## src/rtl/cca_pkg.sv

```systemverilog
// Shared types and constants of the CSMA/CA transmit/receive controller.
package cca_pkg;

  localparam int VALUE_W = 24;
  localparam int ACT_W   = 3;
  localparam int SLOT_IN_W = 3;
  localparam int PORT_W  = 2;
  localparam int CNT_W   = 12;
  localparam int REM_W   = 10;
  localparam int CFG_ADDR_W = 2;
  localparam int CFG_DATA_W = 10;
  localparam int TICK_W  = 10;
  localparam int SLOT_W  = 8;

  localparam logic [CNT_W-1:0] CNT_MAX = 12'd4095;
  localparam int DUR_MOD = 1000;

  // Reciprocal of 1000 scaled by 2**41; exact floor for any value below 2**32.
  localparam logic [31:0] RECIP_1000  = 32'd2199023256;
  localparam int          RECIP_SHIFT = 41;

  localparam logic [ACT_W-1:0] ACT_TICK = 3'd0;
  localparam logic [ACT_W-1:0] ACT_DATA = 3'd1;
  localparam logic [ACT_W-1:0] ACT_RECV = 3'd2;
  localparam logic [ACT_W-1:0] ACT_FREE = 3'd3;
  localparam logic [ACT_W-1:0] ACT_BUSY = 3'd4;

  localparam logic [PORT_W-1:0] PORT_SEND = 2'd0;
  localparam logic [PORT_W-1:0] PORT_SENT = 2'd1;
  localparam logic [PORT_W-1:0] PORT_DONE = 2'd2;

  localparam logic [CFG_ADDR_W-1:0] CFG_DIFS = 2'd0;
  localparam logic [CFG_ADDR_W-1:0] CFG_SIFS = 2'd1;
  localparam logic [CFG_ADDR_W-1:0] CFG_ACK  = 2'd2;
  localparam logic [CFG_ADDR_W-1:0] CFG_SLOT = 2'd3;

  localparam logic [TICK_W-1:0] DIFS_RST = 10'd50;
  localparam logic [TICK_W-1:0] SIFS_RST = 10'd20;
  localparam logic [TICK_W-1:0] ACK_RST  = 10'd10;
  localparam logic [SLOT_W-1:0] SLOT_RST = 8'd5;

  typedef enum logic [3:0] {
    MODE_IDLE      = 4'd0,
    MODE_WAIT_FREE = 4'd1,
    MODE_DIFS      = 4'd2,
    MODE_TRANSMIT  = 4'd3,
    MODE_WAIT_ACK  = 4'd4,
    MODE_ACK_RCVD  = 4'd5,
    MODE_RECEIVING = 4'd6,
    MODE_SIFS      = 4'd7,
    MODE_SEND_ACK  = 4'd8
  } mode_t;

  typedef struct packed {
    logic [TICK_W-1:0] difs;
    logic [TICK_W-1:0] sifs;
    logic [TICK_W-1:0] ack;
    logic [SLOT_W-1:0] slot;
  } cfg_t;

  typedef struct packed {
    logic             valid;
    logic [ACT_W-1:0] action;
  } stage_ctrl_t;

endpackage

```

## src/rtl/csma_ca_txrx_controller.sv

```systemverilog
// Top level of the CSMA/CA transmit/receive controller.
//
//  Channel   Direction  Handshake             Payload
//  input     in         in_valid / in_stall   action, msg_value, backoff_slots
//  result    out        out_valid / out_stall out_port, out_value
//  config    in         cfg_wr (no wait)      cfg_addr, cfg_wdata
//
// Each input transaction is accepted when in_stall is low; a new one can be
// accepted every cycle while the input is not stalled. The result register is
// reached through an input register, a stage for the reciprocal multiply by
// 1/1000, a stage for the remainder and backoff product, then the mode state
// machine, which updates all controller state and loads the result register.
// Reset is synchronous and active high; it restores the register defaults
// and leaves the controller idle with the channel marked free.
// A stalled result holds the result register and the state machine; the
// pipeline in front keeps filling, so input is stalled only once all three
// front stages are full.
//
// The controller models a CSMA/CA station: data waits DIFS plus a backoff,
// is sent for a duration taken from the low three decimal digits of its
// value, and is then reported as sent while an ack is awaited. A frame
// received while idle or in DIFS is timed, followed by SIFS and an ack whose
// value is the ack time plus the thousands part of the received frame.
module csma_ca_txrx_controller
  import cca_pkg::*;
#(
  parameter int MSG_WIDTH     = 24,
  parameter int BACKOFF_SLOTS = 5
)(
  input  logic                  clk,
  input  logic                  rst,
  input  logic                  in_valid,
  output logic                  in_stall,
  input  logic [ACT_W-1:0]      action,
  input  logic [VALUE_W-1:0]    msg_value,
  input  logic [SLOT_IN_W-1:0]  backoff_slots,
  output logic                  out_valid,
  input  logic                  out_stall,
  output logic [PORT_W-1:0]     out_port,
  output logic [VALUE_W-1:0]    out_value,
  input  logic                  cfg_wr,
  input  logic [CFG_ADDR_W-1:0] cfg_addr,
  input  logic [CFG_DATA_W-1:0] cfg_wdata
);

  // Backoff product width: slot index bits plus slot length bits.
  localparam int BOFF_W = $clog2(BACKOFF_SLOTS) + SLOT_W;

  cfg_t                 cfg;
  stage_ctrl_t          ctrl;
  logic                 take;
  logic [MSG_WIDTH-1:0] item_value;
  logic [REM_W-1:0]     item_rem;
  logic [MSG_WIDTH-1:0] item_thou;
  logic [BOFF_W-1:0]    item_boff;

  cca_regs u_regs (
    .clk       (clk),
    .rst       (rst),
    .cfg_wr    (cfg_wr),
    .cfg_addr  (cfg_addr),
    .cfg_wdata (cfg_wdata),
    .cfg       (cfg)
  );

  // Front stages depend only on the incoming transaction and the slot length,
  // so they run ahead of the state machine without affecting its state loop.
  cca_front #(
    .MSG_WIDTH     (MSG_WIDTH),
    .BACKOFF_SLOTS (BACKOFF_SLOTS),
    .BOFF_W        (BOFF_W)
  ) u_front (
    .clk           (clk),
    .rst           (rst),
    .in_valid      (in_valid),
    .in_stall      (in_stall),
    .action        (action),
    .msg_value     (msg_value),
    .backoff_slots (backoff_slots),
    .slot_ticks    (cfg.slot),
    .take          (take),
    .ctrl          (ctrl),
    .item_value    (item_value),
    .item_rem      (item_rem),
    .item_thou     (item_thou),
    .item_boff     (item_boff)
  );

  cca_core #(
    .MSG_WIDTH (MSG_WIDTH),
    .BOFF_W    (BOFF_W)
  ) u_core (
    .clk        (clk),
    .rst        (rst),
    .cfg        (cfg),
    .ctrl       (ctrl),
    .item_value (item_value),
    .item_rem   (item_rem),
    .item_thou  (item_thou),
    .item_boff  (item_boff),
    .take       (take),
    .out_valid  (out_valid),
    .out_stall  (out_stall),
    .out_port   (out_port),
    .out_value  (out_value)
  );

endmodule

```

## src/rtl/cca_regs.sv

```systemverilog
// Configuration register file of the CSMA/CA controller.
module cca_regs
  import cca_pkg::*;
(
  input  logic                  clk,
  input  logic                  rst,
  input  logic                  cfg_wr,
  input  logic [CFG_ADDR_W-1:0] cfg_addr,
  input  logic [CFG_DATA_W-1:0] cfg_wdata,
  output cfg_t                  cfg
);

  always_ff @(posedge clk) begin
    if (rst) begin
      cfg.difs <= DIFS_RST;
      cfg.sifs <= SIFS_RST;
      cfg.ack  <= ACK_RST;
      cfg.slot <= SLOT_RST;
    end else if (cfg_wr) begin
      unique case (cfg_addr)
        CFG_DIFS: cfg.difs <= cfg_wdata;
        CFG_SIFS: cfg.sifs <= cfg_wdata;
        CFG_ACK:  cfg.ack  <= cfg_wdata;
        CFG_SLOT: cfg.slot <= cfg_wdata[SLOT_W-1:0];
        default: ;
      endcase
    end
  end

endmodule

```

## src/rtl/cca_front.sv

```systemverilog
// Input pipeline: captures transactions and derives duration, thousands and backoff.
module cca_front
  import cca_pkg::*;
#(
  parameter int MSG_WIDTH     = 24,
  parameter int BACKOFF_SLOTS = 5,
  parameter int BOFF_W        = $clog2(BACKOFF_SLOTS) + SLOT_W
)(
  input  logic                 clk,
  input  logic                 rst,
  input  logic                 in_valid,
  output logic                 in_stall,
  input  logic [ACT_W-1:0]     action,
  input  logic [VALUE_W-1:0]   msg_value,
  input  logic [SLOT_IN_W-1:0] backoff_slots,
  input  logic [SLOT_W-1:0]    slot_ticks,
  input  logic                 take,
  output stage_ctrl_t          ctrl,
  output logic [MSG_WIDTH-1:0] item_value,
  output logic [REM_W-1:0]     item_rem,
  output logic [MSG_WIDTH-1:0] item_thou,
  output logic [BOFF_W-1:0]    item_boff
);

  localparam int SW = $clog2(BACKOFF_SLOTS);
  localparam int QW = MSG_WIDTH - 9;
  localparam int PW = MSG_WIDTH + 32;

  logic v0, v1, v2;
  logic adv0, adv1, accept;

  logic [ACT_W-1:0]     act0, act1, act2;
  logic [MSG_WIDTH-1:0] val0, val1, val2;
  logic [SLOT_IN_W-1:0] slots0;
  logic [SW-1:0]        smod1;
  logic [QW-1:0]        q1;
  logic [REM_W-1:0]     rem2;
  logic [MSG_WIDTH-1:0] thou2;
  logic [BOFF_W-1:0]    boff2;

  logic [PW-1:0]        prod;
  logic [5:0]           smod_c;
  logic [MSG_WIDTH-1:0] thou_c;
  logic [MSG_WIDTH-1:0] rem_c;

  assign adv1     = v1 && (!v2 || take);
  assign adv0     = v0 && (!v1 || adv1);
  assign in_stall = v0 && !adv0;
  assign accept   = in_valid && !in_stall;

  // Slot count reduced modulo the slot range by repeated subtraction.
  always_comb begin
    smod_c = 6'(slots0);
    for (int i = 0; i < 4; i++) begin
      if (smod_c >= 6'(BACKOFF_SLOTS)) smod_c = smod_c - 6'(BACKOFF_SLOTS);
    end
  end

  assign prod   = PW'(val0) * PW'(RECIP_1000);
  assign thou_c = MSG_WIDTH'(MSG_WIDTH'(q1) * MSG_WIDTH'(DUR_MOD));
  assign rem_c  = val1 - thou_c;

  always_ff @(posedge clk) begin
    if (rst) begin
      v0 <= 1'b0;
      v1 <= 1'b0;
      v2 <= 1'b0;
    end else begin
      if (accept)    v0 <= 1'b1;
      else if (adv0) v0 <= 1'b0;
      if (adv0)      v1 <= 1'b1;
      else if (adv1) v1 <= 1'b0;
      if (adv1)      v2 <= 1'b1;
      else if (take) v2 <= 1'b0;
    end
  end

  always_ff @(posedge clk) begin
    if (accept) begin
      act0   <= action;
      val0   <= MSG_WIDTH'(msg_value);
      slots0 <= backoff_slots;
    end
    if (adv0) begin
      act1  <= act0;
      val1  <= val0;
      q1    <= prod[RECIP_SHIFT +: QW];
      smod1 <= smod_c[SW-1:0];
    end
    if (adv1) begin
      act2  <= act1;
      val2  <= val1;
      thou2 <= thou_c;
      rem2  <= rem_c[REM_W-1:0];
      boff2 <= BOFF_W'(smod1) * BOFF_W'(slot_ticks);
    end
  end

  assign ctrl.valid  = v2;
  assign ctrl.action = act2;
  assign item_value  = val2;
  assign item_rem    = rem2;
  assign item_thou   = thou2;
  assign item_boff   = boff2;

endmodule

```

## src/rtl/cca_core.sv

```systemverilog
// Mode state machine, countdown timer and result register of the controller.
module cca_core
  import cca_pkg::*;
#(
  parameter int MSG_WIDTH = 24,
  parameter int BOFF_W    = 11
)(
  input  logic                 clk,
  input  logic                 rst,
  input  cfg_t                 cfg,
  input  stage_ctrl_t          ctrl,
  input  logic [MSG_WIDTH-1:0] item_value,
  input  logic [REM_W-1:0]     item_rem,
  input  logic [MSG_WIDTH-1:0] item_thou,
  input  logic [BOFF_W-1:0]    item_boff,
  output logic                 take,
  output logic                 out_valid,
  input  logic                 out_stall,
  output logic [PORT_W-1:0]    out_port,
  output logic [VALUE_W-1:0]   out_value
);

  localparam int SUMW = ((BOFF_W > TICK_W) ? BOFF_W : TICK_W) + 1;

  mode_t                mode, mode_next;
  logic [CNT_W-1:0]     countdown, countdown_next;
  logic                 timer_running, timer_running_next;
  logic [MSG_WIDTH-1:0] pending_msg, pending_msg_next;
  logic [REM_W-1:0]     pending_rem, pending_rem_next;
  logic [MSG_WIDTH-1:0] received_thou, received_thou_next;
  logic [BOFF_W-1:0]    backoff_ticks, backoff_ticks_next;
  logic                 channel_free, channel_free_next;

  logic                 res_hit;
  logic [PORT_W-1:0]    res_port;
  logic [VALUE_W-1:0]   res_value;

  logic [SUMW-1:0]      difs_sum_new, difs_sum_old;
  logic [CNT_W-1:0]     difs_load_new, difs_load_old;
  logic [MSG_WIDTH:0]   pkt_sum;
  logic [MSG_WIDTH-1:0] pkt_sat;
  logic [31:0]          pend_wide, pkt_wide;

  assign take = ctrl.valid && (!out_valid || !out_stall);

  assign difs_sum_new  = SUMW'(cfg.difs) + SUMW'(item_boff);
  assign difs_sum_old  = SUMW'(cfg.difs) + SUMW'(backoff_ticks);
  assign difs_load_new = (32'(difs_sum_new) > 32'(CNT_MAX)) ? CNT_MAX : CNT_W'(difs_sum_new);
  assign difs_load_old = (32'(difs_sum_old) > 32'(CNT_MAX)) ? CNT_MAX : CNT_W'(difs_sum_old);

  // Ack packet saturates at the largest message value.
  assign pkt_sum   = (MSG_WIDTH+1)'(cfg.ack) + (MSG_WIDTH+1)'(received_thou);
  assign pkt_sat   = pkt_sum[MSG_WIDTH] ? '1 : pkt_sum[MSG_WIDTH-1:0];
  assign pend_wide = 32'(pending_msg);
  assign pkt_wide  = 32'(pkt_sat);

  always_comb begin
    mode_next          = mode;
    countdown_next     = countdown;
    timer_running_next = timer_running;
    pending_msg_next   = pending_msg;
    pending_rem_next   = pending_rem;
    received_thou_next = received_thou;
    backoff_ticks_next = backoff_ticks;
    channel_free_next  = channel_free;
    res_hit            = 1'b0;
    res_port           = PORT_SEND;
    res_value          = '0;
    if (take) begin
      unique case (ctrl.action)
        ACT_TICK: begin
          if (timer_running) begin
            if (countdown > CNT_W'(1)) begin
              countdown_next = countdown - CNT_W'(1);
            end else begin
              countdown_next     = '0;
              timer_running_next = 1'b0;
              unique case (mode)
                MODE_DIFS: begin
                  res_hit            = 1'b1;
                  res_port           = PORT_SEND;
                  res_value          = pend_wide[VALUE_W-1:0];
                  mode_next          = MODE_TRANSMIT;
                  countdown_next     = CNT_W'(pending_rem);
                  timer_running_next = 1'b1;
                end
                MODE_TRANSMIT: begin
                  res_hit          = 1'b1;
                  res_port         = PORT_SENT;
                  res_value        = pend_wide[VALUE_W-1:0];
                  pending_msg_next = '0;
                  pending_rem_next = '0;
                  mode_next        = MODE_WAIT_ACK;
                end
                MODE_ACK_RCVD: begin
                  res_hit   = 1'b1;
                  res_port  = PORT_DONE;
                  res_value = VALUE_W'(1);
                  mode_next = MODE_IDLE;
                end
                MODE_RECEIVING: begin
                  mode_next          = MODE_SIFS;
                  countdown_next     = CNT_W'(cfg.sifs);
                  timer_running_next = 1'b1;
                end
                MODE_SIFS: begin
                  res_hit            = 1'b1;
                  res_port           = PORT_SEND;
                  res_value          = pkt_wide[VALUE_W-1:0];
                  mode_next          = MODE_SEND_ACK;
                  countdown_next     = CNT_W'(cfg.ack);
                  timer_running_next = 1'b1;
                end
                MODE_SEND_ACK: begin
                  if (pending_msg == '0) begin
                    mode_next = MODE_IDLE;
                  end else begin
                    mode_next          = MODE_DIFS;
                    countdown_next     = difs_load_old;
                    timer_running_next = 1'b1;
                  end
                end
                default: ;
              endcase
            end
          end
        end
        ACT_DATA: begin
          pending_msg_next   = item_value;
          pending_rem_next   = item_rem;
          backoff_ticks_next = item_boff;
          if (mode == MODE_IDLE) begin
            if (channel_free) begin
              mode_next          = MODE_DIFS;
              countdown_next     = difs_load_new;
              timer_running_next = 1'b1;
            end else begin
              mode_next          = MODE_WAIT_FREE;
              timer_running_next = 1'b0;
            end
          end
        end
        ACT_RECV: begin
          if (mode == MODE_IDLE || mode == MODE_DIFS) begin
            mode_next          = MODE_RECEIVING;
            received_thou_next = item_thou;
            countdown_next     = CNT_W'(item_rem);
            timer_running_next = 1'b1;
          end else if (mode == MODE_WAIT_ACK) begin
            mode_next          = MODE_ACK_RCVD;
            countdown_next     = CNT_W'(item_rem);
            timer_running_next = 1'b1;
          end
        end
        ACT_FREE: begin
          channel_free_next = 1'b1;
          if (mode == MODE_WAIT_FREE) begin
            mode_next          = MODE_DIFS;
            countdown_next     = difs_load_old;
            timer_running_next = 1'b1;
          end
        end
        ACT_BUSY: begin
          channel_free_next = 1'b0;
          if (mode == MODE_DIFS) begin
            mode_next          = MODE_WAIT_FREE;
            timer_running_next = 1'b0;
          end
        end
        default: ;
      endcase
    end
  end

  always_ff @(posedge clk) begin
    if (rst) begin
      mode          <= MODE_IDLE;
      countdown     <= '0;
      timer_running <= 1'b0;
      pending_msg   <= '0;
      pending_rem   <= '0;
      received_thou <= '0;
      backoff_ticks <= '0;
      channel_free  <= 1'b1;
      out_valid     <= 1'b0;
    end else begin
      mode          <= mode_next;
      countdown     <= countdown_next;
      timer_running <= timer_running_next;
      pending_msg   <= pending_msg_next;
      pending_rem   <= pending_rem_next;
      received_thou <= received_thou_next;
      backoff_ticks <= backoff_ticks_next;
      channel_free  <= channel_free_next;
      if (!out_valid || !out_stall) out_valid <= res_hit;
    end
  end

  always_ff @(posedge clk) begin
    if (res_hit) begin
      out_port  <= res_port;
      out_value <= res_value;
    end
  end

endmodule

```

## config.mk

```make
export PLATFORM = sky130hd
export DESIGN_NAME = csma_ca_txrx_controller
export DESIGN_NICKNAME = d
export VERILOG_FILES = /design/src/rtl/cca_pkg.sv /design/src/rtl/csma_ca_txrx_controller.sv /design/src/rtl/cca_regs.sv /design/src/rtl/cca_front.sv /design/src/rtl/cca_core.sv
export SDC_FILE = /design/constraint.sdc
export NUM_CORES = 1
export LEC_CHECK = 0
export ABC_AREA = 1
export BUFFER_PORTS_ARGS = -buffer_cell sky130_fd_sc_hd__buf_2
export CAP_MARGIN = 20
export CORE_MARGIN = 1
export CORE_UTILIZATION = 28
export CTS_CLUSTER_SIZE = 40
export DETAILED_ROUTE_END_ITERATION = 8
export SYNTH_ARGS = -nofsm -noshare
export SYNTH_HDL_FRONTEND = slang
export SYNTH_SLANG_ARGS = --single-unit
```

## constraint.sdc

```tcl
create_clock -name clk -period 6.3 [get_ports clk]
set_clock_uncertainty 0.15 [all_clocks]
set_input_delay 0.63 -clock clk [delete_from_list [all_inputs] [get_ports clk]]
set_output_delay 0.63 -clock clk [all_outputs]
set_load 0.005 [all_outputs]
```

==> results.md <==
Clocking:
- The maximum root-to-sink buffer count is 3.
- Clock tree synthesis found a total of 290 sinks.
- TritonCTS built the clock tree.
- The number of buffers created by CTS is 35.
- CTS built an H-tree with a depth of 2.
- The clock reaches the later pin of the worst-skew pair after approximately 0.57 ns.
- CTS placed an instance of sky130_fd_sc_hd__clkbuf_16 at the clock tree root.
- After clock tree synthesis, the clock-pin slew on the worst setup and hold paths is around 0.070 ns.

Die:
- The die height is between 300 and 400 µm.
- The core area is a little under 100000 µm².
- After floorplanning, the core was divided into around 110 placement rows.
- For this configuration, the core starts out at a cell density of 28.2%.
- 75 I/O pins were placed.
- The die span in x is 314 µm.
- The die outline area is roughly 100000 µm².

Detailed routing:
- For this block, the routed nets add up to around 76000 µm of wire.
- In the final routed layout, each cell accounts on average for between 15 and 20 µm.
- The number of vias per cell is 4.59.
- The routed layout has 20800 vias.
- Once detail routing completed, the nets flagged for antenna violations numbered 0.
- After detailed routing, the number of remaining DRC violations is 0.
- The count of TritonRoute iterations in the first routing pass is 5.
- In this run, the number of DRC markers left after iteration 0 of detailed routing was 1309.

Logic synthesis:
- The number of different library cells used by synthesis comes to 54.
- In the synthesized netlist the async set-or-reset flop fraction comes to 0%.
- Synthesis produced a netlist whose cell count is 3085.
- The combined area of all synthesized cells is about 27000 µm².
- The fraction of the yosys area taken by sequential cells is a little over a quarter.
- The flip-flop and latch count after synthesis is 290.
- Summed over all instances, the cell type with the most area after synthesis is sky130_fd_sc_hd__fa_1.
- The dominant register cell in the synthesized netlist is sky130_fd_sc_hd__edfxtp_1.
- The share of Yosys cell area claimed by the top area cell type is about a fifth.
- The synthesized design contains 167 enable-type register cells.
- The mean post-synth cell area is around 8.9 µm².
- By area the synthesized netlist is led by sky130_fd_sc_hd__fa_1, sky130_fd_sc_hd__edfxtp_1, sky130_fd_sc_hd__ha_1.
- Synthesis produced a netlist with a net count of roughly 3800.
- The total of warnings raised by yosys is 0.

Finish:
- The number of diodes added for antenna fixing is 0.
- The post-synthesis to final-layout area growth is 13.5%.
- The top cell types in the final layout, fill and taps aside, are sky130_fd_sc_hd__inv_1, sky130_fd_sc_hd__nand2_1, sky130_fd_sc_hd__ha_1.
- The post-route netlist has roughly a tenth of its cells at a drive strength greater than 1.
- The finished layout holds 4536 standard cells, fillers aside.
- The number of nets in the layout is roughly 4000.
- The most frequent standard cell in the layout excluding fill and tap cells is sky130_fd_sc_hd__inv_1.

Setup path:
- The worst setup path is launched from a register.
- The critical path contains buffers and inverters numbering 6 combined.
- Counting cells, the worst reg-to-reg path comes to 24.
- By instance count, the cell type seen most on the critical path is sky130_fd_sc_hd__inv_1.
- Among cell families on the critical path, the largest total delay comes from adder cells.
- Data arrives at the worst endpoint at 6.21 ns.
- On the critical path, the stage with the largest delay is an instance of sky130_fd_sc_hd__fa_2.
- In this run the worst path has a maximum fanout of 6.
- Data on the critical path is required at its endpoint by 6.48 ns.
- The total stage count of the critical path is 24.
- The path type of the worst setup path is register to register.
- In this design, the stage delay of the slowest critical-path cell is 0.56 ns.
- Traced cell by cell, the critical path runs through fa_2 > inv_1 > fa_1 > inv_1 > ha_1 > inv_1 > fa_1 > fa_1 > inv_1 > fa_1 > inv_1 > fa_1 > inv_1 > ha_1 > a21oi_1 > o21ai_0 > a21oi_1 > o21ai_0 > nand2_1 > nand3_2 > nand3_1 > nand2_1 > nand2_1 > nand2_1.
- The worst setup path is captured at a register.

Global routing:
- Summed over all layers, the global routing overflow is 0.
- The number of antenna violations at the first check in global routing is 2.
- Entering global routing, the biggest net connects a little under 80 pins.
- The number of global-route vias before repair came to about 21000.
- The global-route wire length before repair is 119000 µm.
- For this run, the total global-route usage over all layers was measured as between 15 and 20%.

Run status:
- The flow ran to the end, and the final reports show no timing, DRC or antenna violations.

STA:
- Of the available clock period, the critical path in the final layout requires 95.8%.
- For the pin with the worst max-slew slack, the measured transition is approximately 1 ns.
- On the final layout, the worst hold slack is slightly below 0.08 ns.
- Based on the critical path, the design can be clocked at up to roughly 0.17 GHz.
- Setup repair after global routing could not meet its margin everywhere.
- The worst path needs approximately 6.0 ns of the cycle, external delays included.
- The count of final max-slew check failures is 0.
- The final number of hold-violating endpoints is 0.
- The number of setup violations in the final report is 0.
- The relative slew slack is a little under a third.

Placed design:
- Summed over all nets, the half-perimeter wirelength after detailed placement is approximately 63000 µm.
- In this run, placement finished with an instance count of 4453.
- The number of I/O port buffers is between 70 and 80.
- The routability congestion estimate from global placement is around 0.95.

Run:
- Max-cap violations in this run came to 0.

Hold path:
- Along the worst hold path, the cell count comes to 1.
- The worst hold path belongs to the class input port to register.
[cell usage after synthesis, types with 4 or more instances]
cell type,count
sky130_fd_sc_hd__xor2_1,45
sky130_fd_sc_hd__o211ai_1,10
sky130_fd_sc_hd__nor3_1,28
sky130_fd_sc_hd__xnor2_1,17
sky130_fd_sc_hd__nand3_1,116
sky130_fd_sc_hd__nand2_1,454
sky130_fd_sc_hd__inv_1,621
sky130_fd_sc_hd__buf_2,9
sky130_fd_sc_hd__nor3b_2,25
sky130_fd_sc_hd__buf_6,5
sky130_fd_sc_hd__a21o_1,16
sky130_fd_sc_hd__o21ai_1,5
sky130_fd_sc_hd__nor2_4,5
sky130_fd_sc_hd__nor2_2,8
sky130_fd_sc_hd__nand3b_1,14
sky130_fd_sc_hd__o31ai_1,5
sky130_fd_sc_hd__or2_2,11
sky130_fd_sc_hd__nand2_2,9
sky130_fd_sc_hd__nor2_1,238
sky130_fd_sc_hd__dfxtp_1,123
sky130_fd_sc_hd__clkbuf_1,28
sky130_fd_sc_hd__a21oi_1,214
sky130_fd_sc_hd__clkinv_1,4
sky130_fd_sc_hd__o21bai_1,12
sky130_fd_sc_hd__o22ai_1,14
sky130_fd_sc_hd__a31oi_1,20
sky130_fd_sc_hd__o21ai_0,166
sky130_fd_sc_hd__nand4_1,19
sky130_fd_sc_hd__inv_2,11
sky130_fd_sc_hd__ha_1,367
sky130_fd_sc_hd__edfxtp_1,167
sky130_fd_sc_hd__fa_1,262
[state kept, by name (all words and copies together) (netlist names), 4 cells and up]
| name | cells |
|---|---|
| u_regs.cfg | 38 |
| u_front.item_rem | 10 |
| u_core.out_value | 24 |
| u_front.item_thou | 21 |
| u_front.item_value | 21 |
| u_front.item_boff | 11 |
| u_front.val0 | 24 |
| u_core.backoff_ticks | 11 |
| u_core.mode | 4 |
| u_core.pending_msg | 21 |
| u_front.q1 | 15 |
| u_core.received_thou | 21 |
| u_core.countdown | 12 |
| u_front.val1 | 24 |
| u_core.pending_rem | 10 |
[stage by stage]
| stage | cell area [µm²] | util (%) | setup slack [ns] | setup TNS, ns |
|---|---|---|---|---|
| 6_report | 31000 | 32.1 | 0.266 | 0 |
| 2_1_floorplan | 27300 | - | 0.365 | 0 |
| 3_3_place_gp | 29500 | 30.5 | 0.0853 | 0 |
| 4_1_cts | 30700 | 31.7 | 0.0936 | 0 |
| 5_1_grt | 31000 | 32.1 | -0.0192 | -0.0469 |
| 3_5_place_dp | 29500 | 30.5 | 0.0859 | 0 |
[worst paths after layout]
| path | start | endpoint | slack, ns |
|---|---|---|---|
| max | u_front.val0[14] | u_front.q1[11] | 0.27 |
| min | msg_value[21] | u_front.val0[21] | 0.08 |
| max reg2reg | u_front.val0[14] | u_front.q1[11] | 0.27 |
| min reg2reg | u_front.val1[1] | u_front.item_rem[1] | 0.27 |
[layer usage]
metal  vias to the layer above  global-route usage [%]  wire length [µm]
li1                      10300                       -                 -
met1                      9942                    21.0             35100
met2                       468                    26.2             35100
met3                       114                    1.65              3260
met4                         0                    4.93              2300
met5                         -                       0                 0
[what timing repair did]
action                     CTS  global route
buffers inserted             0            19
hold buffers                 0             0
resized for setup            0            54
setup endpoints to repair    0            15
[final cells by class]
type / count / area, µm²
Clock buffer: 45 / 955
Clock inverter: 19 / 179
Fill cell: 10200 / 65700
Inverter: 637 / 2390
Multi-Input combinational cell: 2111 / 17400
Sequential cell: 290 / 7480
Tap cell: 1276 / 1600
Timing Repair Buffer: 158 / 1000
[cells by family (layout without fill, tap and decap cells)]
kind of cell / after synthesis / in the layout / synth area share, %
simple gates: 938 / 938 / 15.3
buf+inv: 684 / 859 / 9.63
flops: 290 / 290 / 27.4
xor+xnor: 62 / 62 / 1.99
fa+ha+maj: 629 / 629 / 36.0
compound gates: 482 / 482 / 9.69
Power is not shown: default switching activity piles up to over one toggle a cycle in this logic, so the estimate is an artifact.
